### config.mk
export PLATFORM = sky130hd
export DESIGN_NAME = cau_sat
export DESIGN_NICKNAME = d
export VERILOG_FILES = /design/src/rtl/core/cau_pkg.sv /design/src/rtl/core/cau_sat.sv
export SDC_FILE = /design/constraint.sdc
export NUM_CORES = 1
export LEC_CHECK = 0
export BUFFER_PORTS_ARGS = -buffer_cell sky130_fd_sc_hd__buf_2
export CORE_UTILIZATION = 55
export CTS_CLUSTER_SIZE = 28
export DETAILED_ROUTE_END_ITERATION = 8
export PLACE_DENSITY = 0.86
export SLEW_MARGIN = 20
export SYNTH_ARGS = -nofsm -noshare
export SYNTH_HDL_FRONTEND = slang
export SYNTH_SLANG_ARGS = --single-unit
### constraint.sdc
create_clock -name i_clk -period 4.85 [get_ports i_clk]
set_input_delay 0.485 -clock i_clk [delete_from_list [all_inputs] [get_ports i_clk]]
set_output_delay 0.485 -clock i_clk [all_outputs]
set_load 0.01 [all_outputs]
### src/rtl/core/cau_pkg.sv
// ---------------------------------------------------------------------------
// cau_pkg
// shared types and defaults for the complex arithmetic unit
// ---------------------------------------------------------------------------
package cau_pkg;

    localparam int DATA_WIDTH = 16;
    localparam int FRAC_BITS  = 8;

    typedef enum logic [1:0] {
        ACT_ADD = 2'd0,
        ACT_SUB = 2'd1,
        ACT_MUL = 2'd2,
        ACT_DIV = 2'd3
    } t_action;

    typedef enum logic [1:0] {
        ST_OK   = 2'd0,
        ST_SAT  = 2'd1,
        ST_DIV0 = 2'd2
    } t_status;

    // control that travels with each item down the pipeline
    typedef struct packed {
        logic    valid;
        t_action action;
        logic    neg_re;
        logic    neg_im;
        logic    div_zero;
        logic    ovf_re;
        logic    ovf_im;
    } t_ctrl;

endpackage

### src/rtl/core/cau_sat.sv
// ---------------------------------------------------------------------------
// cau_sat
// result selection, saturation, status and output register
// ---------------------------------------------------------------------------
module cau_sat #(
    parameter int DATA_WIDTH = cau_pkg::DATA_WIDTH
) (
    input  logic                          i_clk,
    input  logic                          i_rst_n,
    input  logic                          i_en,
    input  cau_pkg::t_ctrl                i_ctrl,
    input  logic [2*DATA_WIDTH:0]         i_r_re,
    input  logic [2*DATA_WIDTH:0]         i_r_im,
    input  logic [DATA_WIDTH:0]           i_q_re,
    input  logic [DATA_WIDTH:0]           i_q_im,
    output logic                          o_valid,
    output logic signed [DATA_WIDTH-1:0]  o_res_re,
    output logic signed [DATA_WIDTH-1:0]  o_res_im,
    output cau_pkg::t_status              o_status
);

    localparam int             MW   = 2 * DATA_WIDTH + 1;
    localparam logic [MW-1:0]  HALF = MW'(1) << (DATA_WIDTH - 1);

    logic [MW-1:0]          mag_re, mag_im;
    logic                   sat_re, sat_im;
    logic [DATA_WIDTH-1:0]  v_re, v_im;
    logic [DATA_WIDTH-1:0]  n_res_re, n_res_im;
    cau_pkg::t_status       n_status;

    function automatic logic [DATA_WIDTH:0] clamp(input logic neg, input logic [MW-1:0] mag,
                                                   input logic force_sat);
        logic [DATA_WIDTH-1:0] v;
        logic                  s;
        begin
            s = 1'b0;
            // an overflowed quotient keeps its sign whatever bits it holds
            if (neg && (mag != '0 || force_sat)) begin
                if (force_sat || mag > HALF) begin
                    s = 1'b1;
                    v = HALF[DATA_WIDTH-1:0];
                end else begin
                    v = ~mag[DATA_WIDTH-1:0] + DATA_WIDTH'(1);
                end
            end else begin
                if (force_sat || mag > HALF - MW'(1)) begin
                    s = 1'b1;
                    v = HALF[DATA_WIDTH-1:0] - DATA_WIDTH'(1);
                end else begin
                    v = mag[DATA_WIDTH-1:0];
                end
            end
            clamp = {s, v};
        end
    endfunction

    always_comb begin
        if (i_ctrl.action == cau_pkg::ACT_DIV) begin
            mag_re = MW'(i_q_re);
            mag_im = MW'(i_q_im);
            {sat_re, v_re} = clamp(i_ctrl.neg_re, mag_re, i_ctrl.ovf_re);
            {sat_im, v_im} = clamp(i_ctrl.neg_im, mag_im, i_ctrl.ovf_im);
        end else begin
            mag_re = i_r_re;
            mag_im = i_r_im;
            {sat_re, v_re} = clamp(i_ctrl.neg_re, mag_re, 1'b0);
            {sat_im, v_im} = clamp(i_ctrl.neg_im, mag_im, 1'b0);
        end
        if (i_ctrl.action == cau_pkg::ACT_DIV && i_ctrl.div_zero) begin
            n_res_re = '0;
            n_res_im = '0;
            n_status = cau_pkg::ST_DIV0;
        end else begin
            n_res_re = v_re;
            n_res_im = v_im;
            n_status = (sat_re || sat_im) ? cau_pkg::ST_SAT : cau_pkg::ST_OK;
        end
    end

    always_ff @(posedge i_clk) begin
        if (!i_rst_n) begin
            o_valid <= 1'b0;
        end else if (i_en) begin
            o_valid <= i_ctrl.valid;
        end
        if (i_en) begin
            o_res_re <= n_res_re;
            o_res_im <= n_res_im;
            o_status <= n_status;
        end
    end

endmodule

==> results.json <==
{
  "first_global_vias": 5103,
  "cts-buffers-inserted": 5,
  "post_synth_inst_count": 566,
  "clkSinkCount": 35,
  "post_cts_resized": 0,
  "power_density_nw_per_um2": 178.8,
  "layout.nets": 799,
  "asyncSetResetFlopFracSynth_pct": 0,
  "synth_sequential_area_ratio_pct": 24.04,
  "antenna_found_initial": 0,
  "cts_setup_buffers": 0,
  "synth.avg_cell_area_sq_um": 7.651,
  "hold_path_depth": 2,
  "timing.slew.headroom_pct": 31.18,
  "maxCapViolations": 0,
  "synth-edff-count": 34,
  "portBuffers": 145,
  "detail_route.wl_per_cell_um": 21.42,
  "drt-total-wl_um": 16710,
  "worst_ep_arrival_time_ns": 3.36,
  "area.growth.synth_to_final_pct": 17.94,
  "synthDistinctLibCells": 78,
  "max-vdd-ir-drop_mv": 0.1308,
  "cts_max_level": 2,
  "cts_root_buffer": "sky130_fd_sc_hd__clkbuf_8",
  "post_synthesis_cell_area_sq_um": 4330,
  "startpoint_type": "input pin",
  "yosys_register_bits": 35,
  "reg2reg_depth": 2,
  "fp.dieArea_sq_um": 8232,
  "detail_route.first_pass.iterations": 5,
  "totalNegativeSetupSlack_ns": 0,
  "skew_ns": 0,
  "worst-endpoint-required_ns": 4.98,
  "core.rowCount": 31,
  "grt_first_pass_wirelength_um": 26100,
  "grt_remaining_overflow": 0,
  "ys_dominant_reg_cell": "sky130_fd_sc_hd__edfxtp_1",
  "maximum_fanout_encountered_on_the_critical_timing_path": 6,
  "pin_count_of_the_biggest_net_entering_global_routing": 36,
  "cts_hold_repair.buffers": 0,
  "finalWorstPathRequiredPeriod_ns": 3.227,
  "timing.final.max_slew_violations": 0,
  "worst-slew-pin-transition_ns": 1.030,
  "synthesis.nets": 685,
  "top_level_ports": 146,
  "hold_path_class": "input pin to flip-flop",
  "routabilityCongestion": 1.057,
  "grt_util_all_layers_pct": 39.82,
  "fraction_of_final_layout_cells_with_drive_strength_greater_than_1_pct": 26.73,
  "hpwlAfterDp_um": 12420,
  "finalHoldViolCount": 0,
  "detail-route-antenna-nets": 0,
  "die_y_um": 90.73,
  "status": "complete, no violations",
  "clock_tree.buffer_depth": 2,
  "fin_crit_sh_pct": 66.54,
  "core-area_sq_um": 7447,
  "yosys_warns": 0,
  "die-width_um": 90.73,
  "drc": 0,
  "achievable-frequency_mhz": 309.9,
  "critical_path_class": "input pin to flip-flop",
  "cellLeakagePower_nw": 1.882,
  "rsz0062_at_grt": "false",
  "viasPerCell": 7.235,
  "setup_viol": 0,
  "diodes": 0,
  "number_of_inserted_filler_cells_in_the_final_layout": 628,
  "clock_latency_ns": 0.29,
  "worstSetupEndpointType": "flip-flop",
  "tritoncts": "done",
  "initialDrtViolationCount": 814,
  "dr_total_vias": 5643,
  "initial_utilization_pct": 58.15,
  "p_total_w": 0.0009134,
  "cts.clk_slew.worst_paths_ns": 0.08
}
[final timing paths]
kind | startpoint | end | slack (ns)
worst max-delay path | i_q_im[1] | o_res_im[8]$_SDFFCE_PP0P_ | 1.62
worst min-delay path | i_rst_n | o_valid$_SDFFE_PN0P_ | 0.42
worst max register to register | o_valid$_SDFFE_PN0P_ | o_valid$_SDFFE_PN0P_ | 4.24
worst min register to register | o_valid$_SDFFE_PN0P_ | o_valid$_SDFFE_PN0P_ | 0.54
[cells by family after synthesis]
group / synth area share, %
simple gates: 33.86
compound gates: 30.08
buf+inv: 5.721
flops: 24.04
fa+ha+maj: 3.496
mux: 2.196
xor+xnor: 0.6069
[layer usage]
| layer | up-vias | share of wire, % | global-route usage [%] |
|---|---|---|---|
| met2 | 508 | 43 | 59.03 |
| met3 | 75 | 15 | 12.21 |
| met5 | - | 0 | 0 |
| met4 | 0 | 3.3 | 13.44 |
| met1 | 2548 | 39 | 54.54 |
| li1 | 2512 | - | - |
[metrics by stage]
step / util [%] / setup WS [ns] / cell area [sq um] / hold WS, ns / cells
after floorplan: - / 1.943 / 4330 / 0.5383 / 566
after global placement: 67.44 / 1.478 / 5022 / 0.4961 / 772
after detailed placement: 67.44 / 1.494 / 5022 / 0.5298 / 772
after CTS: 68.58 / 1.777 / 5107 / 0.4238 / 780
after global routing: 68.58 / 1.469 / 5107 / 0.4384 / 780
final: 68.58 / 1.623 / 5107 / 0.4167 / 780
[cell type report]
type	count	area [sq um]	area share, %
multi-input combinational	470	3042	59.55
tap	99	123.9	2.425
inverter	22	82.58	1.617
timing repair buffer	146	733.2	14.36
clock inverter	2	12.51	0.2450
clock buffer	6	72.57	1.421
sequential	35	1041	20.38
[sequential cells by signal, summed over array words and instances, names as in the netlist]
signal	flops
o_status	2
o_res_im	16
o_res_re	16
o_valid	1
[layout by cell type, fill, tap and decap left out, types with 7 or more instances in the layout]
| master | n |
|---|---|
| sky130_fd_sc_hd__edfxtp_1 | 34 |
| sky130_fd_sc_hd__nand3_1 | 10 |
| sky130_fd_sc_hd__buf_2 | 145 |
| sky130_fd_sc_hd__o41ai_1 | 7 |
| sky130_fd_sc_hd__or3_1 | 16 |
| sky130_fd_sc_hd__o211ai_1 | 13 |
| sky130_fd_sc_hd__o21ai_0 | 28 |
| sky130_fd_sc_hd__or2_2 | 7 |
| sky130_fd_sc_hd__a211oi_1 | 9 |
| sky130_fd_sc_hd__o31ai_1 | 8 |
| sky130_fd_sc_hd__a31oi_1 | 11 |
| sky130_fd_sc_hd__ha_1 | 8 |
| sky130_fd_sc_hd__inv_1 | 22 |
| sky130_fd_sc_hd__nor4_1 | 26 |
| sky130_fd_sc_hd__a221oi_1 | 9 |
| sky130_fd_sc_hd__nand2_1 | 34 |
| sky130_fd_sc_hd__or4_1 | 8 |
| sky130_fd_sc_hd__nand4b_1 | 7 |
| sky130_fd_sc_hd__nand4_1 | 20 |
| sky130_fd_sc_hd__nor3_1 | 35 |
| sky130_fd_sc_hd__a21oi_1 | 30 |
| sky130_fd_sc_hd__nor2_1 | 58 |
[cell usage after synthesis (all sizes together), types with 10 or more instances]
| library cell | number | area share, % |
|---|---|---|
| nand2 | 34 | 2.9 |
| a221oi | 10 | 2.4 |
| nand4 | 20 | 2.9 |
| nor2 | 60 | 5.3 |
| nor3 | 35 | 4.0 |
| edfxtp | 34 | 24 |
| a31oi | 11 | 1.6 |
| a21oi | 30 | 3.5 |
| clkbuf | 34 | 2.9 |
| o211ai | 13 | 2.3 |
| or3 | 16 | 2.3 |
| nor4 | 27 | 4.0 |
| nand3 | 10 | 1.2 |
| inv | 22 | 1.9 |
| o21ai | 31 | 3.8 |
[worst max-delay path: stages]
cell and delay, ns:
sky130_fd_sc_hd__buf_2 0.13, sky130_fd_sc_hd__inv_1 0.07, sky130_fd_sc_hd__ha_1 0.19, sky130_fd_sc_hd__nor4b_1 0.55
sky130_fd_sc_hd__nand4_1 0.32, sky130_fd_sc_hd__o21ai_0 0.69, sky130_fd_sc_hd__o21ai_0 0.29, sky130_fd_sc_hd__a21oi_1 0.41
sky130_fd_sc_hd__a2bb2oi_1 0.23
[power by group]
group | switching (W) | total (W) | internal [W]
Clock | 0.000117 | 0.000218 | 0.000100
Combinational | 0.000202 | 0.000317 | 0.000115
Sequential | 0.0000107 | 0.000378 | 0.000368
No activity file was read; power rests on OpenSTA's default activity.
