===== config.mk =====
export PLATFORM = sky130hd
export DESIGN_NAME = cau_div_step
export DESIGN_NICKNAME = d
export VERILOG_FILES = /design/src/rtl/core/cau_pkg.sv /design/src/rtl/core/cau_div_step.sv
export SDC_FILE = /design/constraint.sdc
export NUM_CORES = 1
export LEC_CHECK = 0
export BUFFER_PORTS_ARGS = -buffer_cell sky130_fd_sc_hd__clkbuf_2
export CORE_ASPECT_RATIO = 0.9
export CORE_MARGIN = 3
export CORE_UTILIZATION = 53
export DETAILED_ROUTE_END_ITERATION = 6
export GPL_TIMING_DRIVEN = 0
export PLACE_DENSITY = 0.82
export SLEW_MARGIN = 20
export SYNTH_ARGS = -nofsm -noshare
export SYNTH_HDL_FRONTEND = slang
export SYNTH_SLANG_ARGS = --single-unit

===== constraint.sdc =====
create_clock -name i_clk -period 4.85 [get_ports i_clk]
set_input_delay 1.455 -clock i_clk [delete_from_list [all_inputs] [get_ports i_clk]]
set_output_delay 1.455 -clock i_clk [all_outputs]
set_load 0.01 [all_outputs]

===== src/rtl/core/cau_pkg.sv =====
// ---------------------------------------------------------------------------
// cau_pkg
// shared types and defaults for the complex arithmetic unit
// ---------------------------------------------------------------------------
package cau_pkg;

    localparam int DATA_WIDTH = 16;
    localparam int FRAC_BITS  = 8;

    typedef enum logic [1:0] {
        ACT_ADD = 2'd0,
        ACT_SUB = 2'd1,
        ACT_MUL = 2'd2,
        ACT_DIV = 2'd3
    } t_action;

    typedef enum logic [1:0] {
        ST_OK   = 2'd0,
        ST_SAT  = 2'd1,
        ST_DIV0 = 2'd2
    } t_status;

    // control that travels with each item down the pipeline
    typedef struct packed {
        logic    valid;
        t_action action;
        logic    neg_re;
        logic    neg_im;
        logic    div_zero;
        logic    ovf_re;
        logic    ovf_im;
    } t_ctrl;

endpackage


===== src/rtl/core/cau_div_step.sv =====
// ---------------------------------------------------------------------------
// cau_div_step
// one restoring division step for both parts; other actions pass through
// ---------------------------------------------------------------------------
module cau_div_step #(
    parameter int DATA_WIDTH = cau_pkg::DATA_WIDTH
) (
    input  logic                      i_clk,
    input  logic                      i_rst_n,
    input  logic                      i_en,
    input  cau_pkg::t_ctrl            i_ctrl,
    input  logic [2*DATA_WIDTH-1:0]   i_den,
    input  logic [2*DATA_WIDTH:0]     i_r_re,
    input  logic [2*DATA_WIDTH:0]     i_r_im,
    input  logic [DATA_WIDTH:0]       i_q_re,
    input  logic [DATA_WIDTH:0]       i_q_im,
    output cau_pkg::t_ctrl            o_ctrl,
    output logic [2*DATA_WIDTH-1:0]   o_den,
    output logic [2*DATA_WIDTH:0]     o_r_re,
    output logic [2*DATA_WIDTH:0]     o_r_im,
    output logic [DATA_WIDTH:0]       o_q_re,
    output logic [DATA_WIDTH:0]       o_q_im
);

    localparam int RW = 2 * DATA_WIDTH + 1;
    localparam int QW = DATA_WIDTH + 1;

    logic [RW-1:0] t_re, t_im, d_ext;
    logic          ge_re, ge_im;
    logic [RW-1:0] n_r_re, n_r_im;
    logic [QW-1:0] n_q_re, n_q_im;

    always_comb begin
        d_ext = RW'(i_den);
        t_re  = {i_r_re[RW-2:0], i_q_re[QW-1]};
        t_im  = {i_r_im[RW-2:0], i_q_im[QW-1]};
        ge_re = (t_re >= d_ext);
        ge_im = (t_im >= d_ext);
        if (i_ctrl.action == cau_pkg::ACT_DIV) begin
            n_r_re = ge_re ? (t_re - d_ext) : t_re;
            n_r_im = ge_im ? (t_im - d_ext) : t_im;
            n_q_re = {i_q_re[QW-2:0], ge_re};
            n_q_im = {i_q_im[QW-2:0], ge_im};
        end else begin
            n_r_re = i_r_re;
            n_r_im = i_r_im;
            n_q_re = i_q_re;
            n_q_im = i_q_im;
        end
    end

    always_ff @(posedge i_clk) begin
        if (!i_rst_n) begin
            o_ctrl.valid <= 1'b0;
        end else if (i_en) begin
            o_ctrl.valid <= i_ctrl.valid;
        end
        if (i_en) begin
            o_ctrl.action   <= i_ctrl.action;
            o_ctrl.neg_re   <= i_ctrl.neg_re;
            o_ctrl.neg_im   <= i_ctrl.neg_im;
            o_ctrl.div_zero <= i_ctrl.div_zero;
            o_ctrl.ovf_re   <= i_ctrl.ovf_re;
            o_ctrl.ovf_im   <= i_ctrl.ovf_im;
            o_den           <= i_den;
            o_r_re          <= n_r_re;
            o_r_im          <= n_r_im;
            o_q_re          <= n_q_re;
            o_q_im          <= n_q_im;
        end
    end

endmodule


==> results of run 1 <==
worst min-delay path: stages (launching register included):
cell and delay (ps):
dfxtp_1 310, mux2i_1 120, nor2b_1 60
path summary, 6_finish.rpt:
kind | cells after the start | slack (ps) | to
setup / recovery | 13 | 500 | o_r_re[30]
hold / removal | 2 | 530 | o_ctrl[7]
setup reg to reg | 2 | 4260 | o_ctrl[7]
hold reg to reg | 2 | 530 | o_ctrl[7]
per-stage QoR:
stage	util	setup WS (ps)	std cells
floorplan	-	742	1032
global placement	0.641	154	1554
detailed placement	0.643	142	1555
CTS	0.677	578	1587
global route	0.677	353	1588
finish	0.677	502	1588
cell families after synthesis:
group,count (synthesis),share of synthesized area
buffers and inverters,98,0.0447
xor gates and xnor gates,56,0.0508
DFF,140,0.434
AOI/OAI and AO/OA,308,0.202
and+or+nand+nor,331,0.147
adders and majority gates,66,0.0871
muxes,33,0.0342
per-layer routing:
layer,track usage,part of all wire,wire length [µm]
met2,0.500,0.48,14400
met4,0.0764,0.018,546
met5,0,0,0
met1,0.385,0.42,12500
met3,0.0635,0.088,2660
cells in the final DEF, fill, tap and decap left out, drive strengths merged, types with 6 or more instances in the layout:
master	Yosys	routed
a211oi	7	7
a21o	41	41
a21oi	91	91
a31oi	7	7
and3	6	6
buf	14	15
clkbuf	35	335
edfxtp	139	139
ha	64	64
inv	49	55
mux2i	33	33
nand2	205	205
nand2b	7	7
nand3	19	19
nand4	14	14
nor2	47	47
nor2b	8	8
nor3	11	11
o21a	18	18
o21ai	101	101
o21bai	11	11
xnor2	32	32
xor2	24	24
state kept, by name, summed over array words and instances, names as in the netlist:
register  count
o_r_im       33
o_r_re       33
o_q_im       17
o_den        32
o_q_re       17
o_ctrl        8
power groups by stage:
stage	logic, mW	clock network [mW]	registers [mW]
after floorplan	0.595	0	1.59
after global placement	1.02	0	1.53
after detailed placement	1.04	0	1.52
after CTS	1.05	1.33	1.50
after global routing	1.16	1.38	1.51
final	1.06	1.32	1.50
area by class of cell:
cell class	count	share of cell area
antenna	1	0.000209
buffer	49	0.0207
clock buffer	18	0.0358
clock inverter	14	0.0134
inverter	49	0.0153
multi-input combinational	794	0.419
sequential	140	0.350
tap	240	0.0250
timing repair buffer	283	0.121
==> impl_metrics.ini, run 1 <==
[pwr]
p_clk_frac = 0.340
peakVddDrop_uv = 286
p_leak_nw = 5.69
p_comb_frac = 0.274
powerDensity_mw_per_mm2 = 323
seq_power_share = 0.387
power_switching_mw = 1.21
total_power_mw = 3.88
p_int_mw = 2.66
swShare = 0.313

[sta]
fmax_mhz = 230
setup_viol = 0
relSlewSlack = 0.403
min_period_ps = 4350
rsz0062_at_grt = no
hold_viol_final = 0
slew_viol_final = 0
clock_skew_ps = 0
post-route-period-util = 0.896
timing.hold.ws_ps = 532
worst_pin_slew_ps = 895
fin_tns_setup_ps = 0

[detailed_routing]
vias_per_cell = 5.71
drt_iter0_markers = 716
wirelength_um = 30100
drtAntennaViolNets = 0
drc = 0
drtPass1Iterations = 7
dr_total_vias = 9061
post_drt_wl_per_cell_um = 19.0

[synth]
synth_seq_cells = 140
ys.flop_type = edfxtp_1
yosys.cell_types.count = 64
ys_top_cells_by_count = 204 x nand2_1, 139 x edfxtp_1, 88 x a21oi_1
synthCells = 1032
async_reset_ff_frac = 0
ys_warn_count = 0
syn_nets = 1241
synth_area_mm2 = 0.00966
synth_enable_flop_cells = 139
synth.area.top_cells = edfxtp_1 43%, ha_1 8.3%, nand2_1 7.9%
synth_top_area_frac = 0.432
synth_top_area_cell = edfxtp_1
synth_most_common_cell = nand2_1
ys_seq_area_frac = 0.434
synth.avg_cell_area_um2 = 9.36

[finish]
final_cell_area_mm2 = 0.0120
fillers = 1511
layout.nets = 1543
syn2layout_area_growth_pct = 24.2
seqCellArea_mm2 = 0.00419
multiInputGateArea_mm2 = 0.00503
drive_above_1_share = 0.253

[worst_setup_path]
cp.required_ps = 5150
worstPathArrival_ps = 4640
r2r_start = o_ctrl[7]
crit_type = in -> reg
crit_family = compound AO/OA/AOI/OAI gates
crit_buf_inv = 1
path_max_fanout = 3
critPathMaxStageDelay_ps = 600
startpoint = i_den[0]
cp-end-kind = register
cpMaxStageDelayCell = o311ai_0
startpoint_type = input pin
crit_chain = clkbuf_2, ha_1, fa_1, nor2b_1, o31ai_1, a21oi_1, a2111o_1, nand2_1, o311ai_0, a221oi_1, xor2_1, o21ai_0, o21a_1

[place]
dp_hpwl_um = 23500
place_area_mm2 = 0.0114
port_buffers = 282
routabilityCongestion = 0.967

[clocking]
ctsResizeCount = 0
cts_tree = built
cts_root_buf = clkbuf_16
cts_setup_buffers = 0
cts_made_buffers = 17
cts_sinks = 140
clk_latency_ps = 430
h-tree-depth = 4
cts_buffer_depth = 2
cts.clk_slew.worst_paths_ps = 60
postCtsHoldBufs = 0

[worst_hold_path]
hold_path.class = reg -> reg
min-delay-start = o_ctrl[7]

[floorplanning]
start_util = 0.545
ios = 283
core_area_mm2 = 0.0177
dieArea_mm2 = 0.0199
die_w_um = 148
die_height_um = 134
std_cell_rows = 46

[grt]
grt_overflow = 0
first_global_vias = 8712
antenna_found_initial = 1
grt_use_total = 0.294
grt_max_degree = 96
grt_pass1_wl_um = 45600

[run]
maxCapViolations = 0

[run_status]
outcome = finished clean
No activity file was read; power rests on OpenSTA's default activity.
==> run 2: changes to the inputs <==
--- a/config.mk
+++ b/config.mk
@@ -11,7 +11,7 @@
 export CORE_UTILIZATION = 53
 export DETAILED_ROUTE_END_ITERATION = 6
 export GPL_TIMING_DRIVEN = 0
-export PLACE_DENSITY = 0.82
+export PLACE_DENSITY = 0.85
 export SLEW_MARGIN = 20
 export SYNTH_ARGS = -nofsm -noshare
 export SYNTH_HDL_FRONTEND = slang
==> run 2 against run 1 <==
Hold slack gained 3.6 ps. Largest cell class unchanged. Flip-flop and latch count did not move. Final area fell by 0.13%. Utilization is 0.085 points lower.
==> impl_metrics.ini, run 2 (synthesis gave the netlist of run 1 again) <==
[detailed_routing]
drtPass1Iterations = 5
drc = 0
wl_met1_um = 12500
wl_met2_um = 14100
dr_total_vias = 9155
routed.top_layer = met5
drt_iter0_markers = 743
post_drt_wl_per_cell_um = 18.9
vias_per_cell = 5.77
wl_met3_um = 2800
drtAntennaViolNets = 0
wirelength_um = 30000

[clocking]
cts_made_buffers = 17
cts.clk_slew.worst_paths_ps = 70
postCtsHoldBufs = 0
cts_root_buf = clkbuf_16
clk_latency_ps = 430
cts_sinks = 140
h-tree-depth = 4
ctsResizeCount = 0
cts_tree = built
cts_setup_buffers = 0
cts_buffer_depth = 2

[finish]
multiInputGateArea_mm2 = 0.00503
layout_commonest_cell = clkbuf_2
utilization = 0.676
syn2layout_area_growth_pct = 24.1
reg_top3 = o_r_im: 33 flops, o_r_re: 33 flops, o_den: 32 flops
final_cells = 1588
final_cell_mix = 282 x clkbuf_2, 204 x nand2_1, 139 x edfxtp_1
fillers = 1456
final_cell_area_mm2 = 0.0120
seqCellArea_mm2 = 0.00419
layout.nets = 1543
drive_above_1_share = 0.254

[pwr]
p_comb_frac = 0.276
p_int_mw = 2.61
swShare = 0.320
power_switching_mw = 1.23
seq_power_share = 0.390
powerDensity_mw_per_mm2 = 321
total_power_mw = 3.84
p_leak_nw = 5.69
p_clk_frac = 0.334
peakVddDrop_uv = 255

[grt]
grt_use_total = 0.294
antenna_found_initial = 2
first_global_vias = 8634
grt_max_degree = 90
grt_overflow = 0
grt_pass1_wl_um = 45600

[sta]
fin_tns_setup_ps = 0
timing.hold.ws_ps = 536
hold_viol_final = 0
clock_skew_ps = 0
setup_ws_ps = 511
post-route-period-util = 0.895
slew_viol_final = 0
worst_pin_slew_ps = 887
rsz0062_at_grt = no
min_period_ps = 4340
fmax_mhz = 230
relSlewSlack = 0.408
setup_viol = 0

[worst_setup_path]
startpoint_type = input pin
endpoint = o_r_re[28]
cp.required_ps = 5020
r2r_cells = 2
r2r_start = o_ctrl[7]
r2r-end = o_ctrl[7]
crit_type = in -> reg
rrSetupSlack_ps = 4250
cp-end-kind = register
worstPathArrival_ps = 4510
path_max_fanout = 3
startpoint = i_q_re[16]

[place]
dp_cells = 1555
place_area_mm2 = 0.0114
routabilityCongestion = 0.980
place_ws_ps = 198
port_buffers = 282
dp_hpwl_um = 23400

[floorplanning]
die_w_um = 148
ios = 283
die_height_um = 134
start_util = 0.545
dieArea_mm2 = 0.0199
std_cell_rows = 46
core_area_mm2 = 0.0177

[run]
maxCapViolations = 0

[worst_hold_path]
hold_path.class = reg -> reg

[run_status]
outcome = finished clean
## run 2: cell types whose count changed in the layout (fill, tap and decap cells not counted)
cell       delta
clkinv_2      -1
bufinv_16     -1
clkbuf_1      -1
inv_8         -1
inv_6         +4
## run 2: worst min path at each step
stage | start | endpoint | slack [ps] | depth (start not counted)
after floorplan | o_ctrl[7] | o_ctrl[7] | 540 | 2
after global placement | o_ctrl[7] | o_ctrl[7] | 490 | 2
after detailed placement | o_ctrl[7] | o_ctrl[7] | 520 | 2
after CTS | o_ctrl[7] | o_ctrl[7] | 540 | 2
after global routing | o_ctrl[7] | o_ctrl[7] | 550 | 2
final | o_ctrl[7] | o_ctrl[7] | 540 | 2
## run 2: critical path, stage by stage
cell      delay, ps
clkbuf_2         90
inv_1            90
ha_1            230
fa_1            390
nor2b_1         220
o31ai_1         140
a21oi_1         240
a21o_1          210
o21ai_0         180
o21ai_1         370
a21boi_0        220
o21ai_0         340
mux2i_1         250
nand3_1          90
## run 2: power groups by stage
stage               Clock, mW  Sequential [mW]  Combinational [mW]
floorplan                   0             1.59               0.595
global placement            0             1.53                1.02
detailed placement          0             1.52                1.04
CTS                      1.30             1.50                1.05
global route             1.35             1.51                1.16
finish                   1.28             1.50                1.06
## run 2: cell type report
class                           instances  share of cell area
Antenna cell                            1            0.000209
Buffer                                 49              0.0207
Clock buffer                           17              0.0355
Clock inverter                         15              0.0124
Inverter                               49              0.0154
Multi-Input combinational cell        794               0.420
Sequential cell                       140               0.350
Tap cell                              240              0.0251
Timing Repair Buffer                  283               0.121
## run 2: per-layer routing
metal  track usage  up-vias
met3        0.0791       41
met2         0.483      474
met1         0.386     4288
li1              -     4350
met4        0.0836        2
met5             0        -
