### config.mk
export PLATFORM = sky130hd
export DESIGN_NAME = cau_front
export DESIGN_NICKNAME = d
export VERILOG_FILES = /design/src/rtl/core/cau_pkg.sv /design/src/rtl/core/cau_front.sv
export SDC_FILE = /design/constraint.sdc
export NUM_CORES = 2
export LEC_CHECK = 0
export BUFFER_PORTS_ARGS = -buffer_cell sky130_fd_sc_hd__clkbuf_2
export CORE_ASPECT_RATIO = 2
export CORE_MARGIN = 2
export CORE_UTILIZATION = 38
export DETAILED_ROUTE_END_ITERATION = 7
export MAX_ROUTING_LAYER = met4
export PLACE_DENSITY = 0.62
export SETUP_SLACK_MARGIN = 0.2
export SKIP_CTS_REPAIR_TIMING = 1
export SLEW_MARGIN = 20
export SYNTH_ARGS = -nofsm -noshare
export SYNTH_HDL_FRONTEND = slang
export SYNTH_SLANG_ARGS = --single-unit
### constraint.sdc
create_clock -name i_clk -period 10.7 [get_ports i_clk]
set_input_delay 1.605 -clock i_clk [delete_from_list [all_inputs] [get_ports i_clk]]
set_output_delay 1.605 -clock i_clk [all_outputs]
set_load 0.01 [all_outputs]
### src/rtl/core/cau_pkg.sv
// ---------------------------------------------------------------------------
// cau_pkg
// shared types and defaults for the complex arithmetic unit
// ---------------------------------------------------------------------------
package cau_pkg;

    localparam int DATA_WIDTH = 16;
    localparam int FRAC_BITS  = 8;

    typedef enum logic [1:0] {
        ACT_ADD = 2'd0,
        ACT_SUB = 2'd1,
        ACT_MUL = 2'd2,
        ACT_DIV = 2'd3
    } t_action;

    typedef enum logic [1:0] {
        ST_OK   = 2'd0,
        ST_SAT  = 2'd1,
        ST_DIV0 = 2'd2
    } t_status;

    // control that travels with each item down the pipeline
    typedef struct packed {
        logic    valid;
        t_action action;
        logic    neg_re;
        logic    neg_im;
        logic    div_zero;
        logic    ovf_re;
        logic    ovf_im;
    } t_ctrl;

endpackage

### src/rtl/core/cau_front.sv
// ---------------------------------------------------------------------------
// cau_front
// products, sums, numerators and denominator; sign/magnitude split
// ---------------------------------------------------------------------------
module cau_front #(
    parameter int DATA_WIDTH = cau_pkg::DATA_WIDTH,
    parameter int FRAC_BITS  = cau_pkg::FRAC_BITS
) (
    input  logic                          i_clk,
    input  logic                          i_rst_n,
    input  logic                          i_en,
    input  logic                          i_valid,
    input  cau_pkg::t_action              i_action,
    input  logic signed [DATA_WIDTH-1:0]  i_a_re,
    input  logic signed [DATA_WIDTH-1:0]  i_a_im,
    input  logic signed [DATA_WIDTH-1:0]  i_b_re,
    input  logic signed [DATA_WIDTH-1:0]  i_b_im,
    output cau_pkg::t_ctrl                o_ctrl,
    output logic [2*DATA_WIDTH-1:0]       o_den,
    output logic [2*DATA_WIDTH:0]         o_r_re,
    output logic [2*DATA_WIDTH:0]         o_r_im,
    output logic [DATA_WIDTH:0]           o_q_re,
    output logic [DATA_WIDTH:0]           o_q_im
);

    localparam int PW  = 2 * DATA_WIDTH;
    localparam int VW  = 2 * DATA_WIDTH + 1;
    localparam int QW  = DATA_WIDTH + 1;
    localparam int NW  = VW + FRAC_BITS;
    localparam int SW  = DATA_WIDTH + 1;

    // stage 1: products and plain sums
    logic                   r_v1;
    cau_pkg::t_action       r_act1;
    logic signed [PW-1:0]   r_p_rr, r_p_ii, r_p_ri, r_p_ir, r_sq_r, r_sq_i;
    logic signed [SW-1:0]   r_s_re, r_s_im;
    logic signed [SW-1:0]   n_s_re, n_s_im;

    always_comb begin
        unique case (i_action)
            cau_pkg::ACT_SUB: begin
                n_s_re = SW'(i_a_re) - SW'(i_b_re);
                n_s_im = SW'(i_a_im) - SW'(i_b_im);
            end
            default: begin
                n_s_re = SW'(i_a_re) + SW'(i_b_re);
                n_s_im = SW'(i_a_im) + SW'(i_b_im);
            end
        endcase
    end

    always_ff @(posedge i_clk) begin
        if (!i_rst_n) begin
            r_v1 <= 1'b0;
        end else if (i_en) begin
            r_v1 <= i_valid;
        end
        if (i_en) begin
            r_act1 <= i_action;
            r_p_rr <= i_a_re * i_b_re;
            r_p_ii <= i_a_im * i_b_im;
            r_p_ri <= i_a_re * i_b_im;
            r_p_ir <= i_a_im * i_b_re;
            r_sq_r <= i_b_re * i_b_re;
            r_sq_i <= i_b_im * i_b_im;
            r_s_re <= n_s_re;
            r_s_im <= n_s_im;
        end
    end

    // stage 2: exact combined values
    logic                   r_v2;
    cau_pkg::t_action       r_act2;
    logic signed [VW-1:0]   r_v_re, r_v_im;
    logic [PW-1:0]          r_den2;
    logic signed [VW-1:0]   n_v_re, n_v_im;

    always_comb begin
        unique case (r_act1)
            cau_pkg::ACT_MUL: begin
                n_v_re = VW'(r_p_rr) - VW'(r_p_ii);
                n_v_im = VW'(r_p_ri) + VW'(r_p_ir);
            end
            cau_pkg::ACT_DIV: begin
                n_v_re = VW'(r_p_rr) + VW'(r_p_ii);
                n_v_im = VW'(r_p_ir) - VW'(r_p_ri);
            end
            default: begin
                n_v_re = VW'(r_s_re);
                n_v_im = VW'(r_s_im);
            end
        endcase
    end

    always_ff @(posedge i_clk) begin
        if (!i_rst_n) begin
            r_v2 <= 1'b0;
        end else if (i_en) begin
            r_v2 <= r_v1;
        end
        if (i_en) begin
            r_act2 <= r_act1;
            r_v_re <= n_v_re;
            r_v_im <= n_v_im;
            r_den2 <= $unsigned(r_sq_r) + $unsigned(r_sq_i);
        end
    end

    // stage 3: magnitudes, scaling, divider setup
    logic              neg_re, neg_im;
    logic [VW-1:0]     mag_re, mag_im;
    logic [NW-1:0]     num_re, num_im;
    cau_pkg::t_ctrl    n_ctrl;
    logic [VW-1:0]     n_r_re, n_r_im;

    always_comb begin
        neg_re = r_v_re[VW-1];
        neg_im = r_v_im[VW-1];
        mag_re = neg_re ? (~r_v_re + VW'(1)) : r_v_re;
        mag_im = neg_im ? (~r_v_im + VW'(1)) : r_v_im;
        num_re = NW'(mag_re) << FRAC_BITS;
        num_im = NW'(mag_im) << FRAC_BITS;
        n_ctrl.valid    = r_v2;
        n_ctrl.action   = r_act2;
        n_ctrl.neg_re   = neg_re;
        n_ctrl.neg_im   = neg_im;
        n_ctrl.div_zero = (r_den2 == '0);
        n_ctrl.ovf_re   = (PW'(num_re[NW-1:QW]) >= r_den2);
        n_ctrl.ovf_im   = (PW'(num_im[NW-1:QW]) >= r_den2);
        unique case (r_act2)
            cau_pkg::ACT_MUL: begin
                n_r_re = mag_re >> FRAC_BITS;
                n_r_im = mag_im >> FRAC_BITS;
            end
            cau_pkg::ACT_DIV: begin
                n_r_re = VW'(num_re[NW-1:QW]);
                n_r_im = VW'(num_im[NW-1:QW]);
            end
            default: begin
                n_r_re = mag_re;
                n_r_im = mag_im;
            end
        endcase
    end

    always_ff @(posedge i_clk) begin
        if (!i_rst_n) begin
            o_ctrl.valid <= 1'b0;
        end else if (i_en) begin
            o_ctrl.valid <= n_ctrl.valid;
        end
        if (i_en) begin
            o_ctrl.action   <= n_ctrl.action;
            o_ctrl.neg_re   <= n_ctrl.neg_re;
            o_ctrl.neg_im   <= n_ctrl.neg_im;
            o_ctrl.div_zero <= n_ctrl.div_zero;
            o_ctrl.ovf_re   <= n_ctrl.ovf_re;
            o_ctrl.ovf_im   <= n_ctrl.ovf_im;
            o_den           <= r_den2;
            o_r_re          <= n_r_re;
            o_r_im          <= n_r_im;
            o_q_re          <= num_re[QW-1:0];
            o_q_im          <= num_im[QW-1:0];
        end
    end

endmodule

==> load_flow_metrics.sql <==
INSERT INTO impl_metrics (metric_group, metric, value, unit) VALUES
('global_route', 'grt_overflow_total', '0', ''),
('timing', 'timing_max_transition_violations_final', '0', ''),
('synthesis', 'number_of_distinct_library_cells_after_synthesis', '84', ''),
('layout', 'layout_cells_sized_above_1', '0.0571', ''),
('critical_path', 'cp_data_required_time', '11.11', 'ns'),
('cts', 'cts_root_buf', 'sky130_fd_sc_hd__clkbuf_16', ''),
('synthesis', 'synth_top_cell_by_area', 'sky130_fd_sc_hd__fa_1', ''),
('timing', 'worst_clock_skew', '0.0419', 'ns'),
('synthesis', 'synth_seq_cells', '452', ''),
('critical_path', 'critPathLaunchType', 'primary input', ''),
('timing', 'setup_tns', '0', 'ns'),
('route', 'dr_drc_count', '0', ''),
('route', 'post_route_antenna_net_violation_count', '0', ''),
('route', 'mean_number_of_vias_per_cell', '5.21', ''),
('global_route', 'grt_max_degree', '111', ''),
('layout', 'fin_nets', '10835', ''),
('layout', 'register_area', '13500', 'um2'),
('timing', 'timing_worst_slew_pin_value', '1.12', 'ns'),
('synthesis', 'synth-async-reset-ratio', '0', ''),
('critical_path', 'endpoint_kind', 'register', ''),
('layout', 'multiInputGateArea', '60200', 'um2'),
('synthesis', 'synth-edff-count', '449', ''),
('critical_path', 'worstPathMaxFanout', '24', ''),
('route', 'totalWireLength', '257', 'mm'),
('timing', 'finalHoldViolCount', '0', ''),
('global_route', 'initial_antenna_violation_count', '29', ''),
('synthesis', 'avgSynthCellArea', '9.65', 'um2'),
('floorplan', 'initial_cell_density_of_the_core', '0.382', ''),
('synthesis', 'synthAdderAreaFrac', '0.476', ''),
('critical_path', 'worst-endpoint-arrival', '8.91', 'ns'),
('cts', 'tritoncts', 'done', ''),
('synthesis', 'synth_flop_cell', 'sky130_fd_sc_hd__edfxtp_1', ''),
('critical_path', 'register_to_register_setup_slack', '4.58', 'ns'),
('synthesis', 'post_synth_simple_gate_area', '0.125', ''),
('layout', 'final.fill_count', '21011', ''),
('global_route', 'grt_use_total', '0.244', ''),
('synthesis', 'synth_sequential_area_ratio', '0.165', ''),
('floorplan', 'fp.coreArea', '215000', 'um2'),
('synthesis', 'synth_largest_type_area_fraction', '0.370', ''),
('route', 'via_count', '59488', ''),
('layout', 'synthToLayoutAreaGrowth', '7.21', '%'),
('timing', 'layout_worst_path_cycle_share', '0.794', ''),
('synthesis', 'leading_cell_types_by_total_area_after_synthesis', 'sky130_fd_sc_hd__fa_1, sky130_fd_sc_hd__edfxtp_1, sky130_fd_sc_hd__ha_1', ''),
('route', 'first_iter_violations', '3437', ''),
('job', 'timing.max_cap.violations', '0', ''),
('timing', 'finish_stage_setup_viols', '0', ''),
('floorplan', 'number_of_cell_rows', '241', ''),
('global_route', 'number_of_global_route_vias_before_repair', '65743', ''),
('hold_path', 'timing.hold.worst.class', 'register to register', ''),
('place', 'dp_hpwl', '212', 'mm'),
('route', 'drt_pre_antenna_iters', '8', ''),
('critical_path', 'worstSetupPathType', 'primary input to register', ''),
('cts', 'cts_made_buffers', '48', ''),
('synthesis', 'synth_xor_xnor_area_share', '0.0509', ''),
('status', 'status', 'finished, final reports clean', ''),
('place', 'place.port_buffers', '193', ''),
('floorplan', 'design.die.area', '220000', 'um2'),
('synthesis', 'synth_top_family_by_area', 'adder cells', ''),
('floorplan', 'floorplan.die.height', '661', 'um'),
('timing', 'final.min_clock_period', '8.50', 'ns'),
('cts', 'cts.reportedPaths.clkPinSlew', '0.07', 'ns'),
('synthesis', 'synth-compound-area-share', '0.0754', ''),
('cts', 'worst_skew_pair.late_latency', '0.70', 'ns'),
('synthesis', 'yosys_warnings', '0', ''),
('floorplan', 'floorplan.io_pins', '210', ''),
('timing', 'grt_setup_unrepaired', 'no', ''),
('place', 'gpl.final_weighted_congestion', '0.979', ''),
('cts', 'tritoncts_num_sinks', '452', ''),
('timing', 'max_slew_margin', '0.255', ''),
('cts', 'cts_max_path_buffers', '3', ''),
('synthesis', 'synth_cells', '8507', ''),
('synthesis', 'synth.area.mux_share', '0.00507', ''),
('synthesis', 'syn_area', '82100', 'um2'),
('route', 'avgRoutedWirePerCell', '22.5', 'um'),
('global_route', 'global_route_wire_length_before_repair', '390', 'mm'),
('cts', 'clock_tree.htree_level_count', '2', ''),
('timing', 'maxClockFrequency', '118', 'MHz'),
('floorplan', 'dieWidth', '333', 'um');
==> cell usage in the layout, fill, tap and decap left out, types with 32 or more instances in the layout <==
cell type	instances
sky130_fd_sc_hd__inv_1	1887
sky130_fd_sc_hd__o31ai_1	39
sky130_fd_sc_hd__fa_1	1519
sky130_fd_sc_hd__nor3_1	66
sky130_fd_sc_hd__xnor2_1	341
sky130_fd_sc_hd__and2_1	546
sky130_fd_sc_hd__nand2_1	817
sky130_fd_sc_hd__nor2_1	373
sky130_fd_sc_hd__nand2b_1	51
sky130_fd_sc_hd__edfxtp_1	449
sky130_fd_sc_hd__a21oi_1	268
sky130_fd_sc_hd__xor2_1	132
sky130_fd_sc_hd__buf_4	133
sky130_fd_sc_hd__o211ai_1	32
sky130_fd_sc_hd__o21ai_0	210
sky130_fd_sc_hd__ha_1	692
sky130_fd_sc_hd__a21o_1	146
sky130_fd_sc_hd__or3_1	43
sky130_fd_sc_hd__o21a_1	41
sky130_fd_sc_hd__nor2b_1	34
sky130_fd_sc_hd__nand3_1	59
sky130_fd_sc_hd__o21bai_1	42
sky130_fd_sc_hd__clkbuf_16	48
sky130_fd_sc_hd__clkbuf_2	192
==> synthesized netlist by cell type (11+ instances only) <==
library cell / count
sky130_fd_sc_hd__a211oi_1: 22
sky130_fd_sc_hd__a21boi_0: 11
sky130_fd_sc_hd__a21o_1: 146
sky130_fd_sc_hd__a21oi_1: 268
sky130_fd_sc_hd__a31o_2: 19
sky130_fd_sc_hd__a31oi_1: 20
sky130_fd_sc_hd__a41oi_1: 11
sky130_fd_sc_hd__and2_1: 546
sky130_fd_sc_hd__and3_1: 20
sky130_fd_sc_hd__buf_1: 29
sky130_fd_sc_hd__buf_4: 16
sky130_fd_sc_hd__clkbuf_1: 301
sky130_fd_sc_hd__edfxtp_1: 449
sky130_fd_sc_hd__fa_1: 1519
sky130_fd_sc_hd__ha_1: 692
sky130_fd_sc_hd__inv_1: 1887
sky130_fd_sc_hd__mux2_2: 21
sky130_fd_sc_hd__mux2i_1: 18
sky130_fd_sc_hd__nand2_1: 817
sky130_fd_sc_hd__nand2b_1: 51
sky130_fd_sc_hd__nand3_1: 59
sky130_fd_sc_hd__nand4_1: 21
sky130_fd_sc_hd__nor2_1: 373
sky130_fd_sc_hd__nor2b_1: 35
sky130_fd_sc_hd__nor3_1: 66
sky130_fd_sc_hd__nor4_1: 21
sky130_fd_sc_hd__o211ai_1: 32
sky130_fd_sc_hd__o21a_1: 41
sky130_fd_sc_hd__o21ai_0: 210
sky130_fd_sc_hd__o21bai_1: 42
sky130_fd_sc_hd__o31ai_1: 39
sky130_fd_sc_hd__o41ai_1: 16
sky130_fd_sc_hd__or2_2: 21
sky130_fd_sc_hd__or3_1: 43
sky130_fd_sc_hd__or4_1: 17
sky130_fd_sc_hd__xnor2_1: 342
sky130_fd_sc_hd__xor2_1: 132
==> kinds of logic after synthesis <==
kind of cell	count (synthesis)
AOI/OAI and AO/OA	961
xor gates and xnor gates	476
adders and majority gates	2211
buffers and inverters	2245
DFF	452
muxes	39
other	1
and+or+nand+nor	2122
==> area by class of cell <==
type	instances	share of cell area
clock buffer	50	0.0137
timing repair buffer	330	0.0232
inverter	1897	0.0809
multi-input combinational	5825	0.683
tap	2794	0.0397
antenna	27	0.000767
sequential	452	0.154
clock inverter	39	0.00458
==> layer usage <==
layer	vias up	GRT usage	share of wire
li1	26361	-	-
met1	30270	0.235	0.32
met2	2047	0.442	0.53
met3	810	0.0300	0.051
met4	0	0.194	0.098
met5	-	-	0
==> registers in the layout, summed over array words and instances (netlist names), 17 cells and up <==
register / count
r_den2: 32
r_p_ii: 32
o_den: 32
r_p_rr: 32
r_p_ri: 32
r_sq_r: 31
r_s_re: 17
o_r_re: 33
o_r_im: 33
r_s_im: 17
r_p_ir: 32
r_v_im: 33
r_v_re: 33
r_sq_i: 31
==> critical path, cell delays in order <==
cell	delay [ns]
sky130_fd_sc_hd__clkbuf_2	0.61
sky130_fd_sc_hd__inv_1	0.48
sky130_fd_sc_hd__buf_4	0.32
sky130_fd_sc_hd__nor2_1	0.51
sky130_fd_sc_hd__ha_1	0.25
sky130_fd_sc_hd__inv_1	0.05
sky130_fd_sc_hd__fa_1	0.49
sky130_fd_sc_hd__inv_1	0.05
sky130_fd_sc_hd__fa_1	0.54
sky130_fd_sc_hd__fa_1	0.45
sky130_fd_sc_hd__fa_1	0.49
sky130_fd_sc_hd__inv_1	0.05
sky130_fd_sc_hd__fa_1	0.47
sky130_fd_sc_hd__inv_1	0.04
sky130_fd_sc_hd__ha_1	0.33
sky130_fd_sc_hd__nand4_1	0.14
sky130_fd_sc_hd__or2_2	0.35
sky130_fd_sc_hd__o211ai_1	0.32
sky130_fd_sc_hd__nand2_1	0.22
sky130_fd_sc_hd__o211a_1	0.29
sky130_fd_sc_hd__o21bai_1	0.15
sky130_fd_sc_hd__a21oi_1	0.13
sky130_fd_sc_hd__xnor2_1	0.51
==> metrics by stage <==
step           setup slack (ns)  hold slack [ns]  utilization  instance area (um2)  cells
2_1_floorplan              2.62            0.424            -                82200   8522
3_3_place_gp               1.55            0.436        0.402                86300  11296
3_5_place_dp               1.57            0.440        0.402                86400  11298
4_1_cts                    2.32            0.456        0.409                88000  11387
5_1_grt                    1.91            0.477        0.409                88000  11411
6_report                   2.20            0.459        0.410                88000  11414
==> worst paths after layout <==
kind / to / cells after the start / startpoint
worst max-delay path: r_p_rr[31]$_DFFE_PP_ / 23 / i_b_re[14]
worst min-delay path: o_den[26]$_DFFE_PP_ / 0 / r_den2[26]$_DFFE_PP_
worst max register to register: r_v_im[32]$_DFFE_PP_ / 16 / r_p_ri[0]$_DFFE_PP_
worst min register to register: o_den[26]$_DFFE_PP_ / 0 / r_den2[26]$_DFFE_PP_
Power is left out: the tool's default activity adds up to more than one toggle a clock period on the data nets, which glitch-free logic cannot reach.
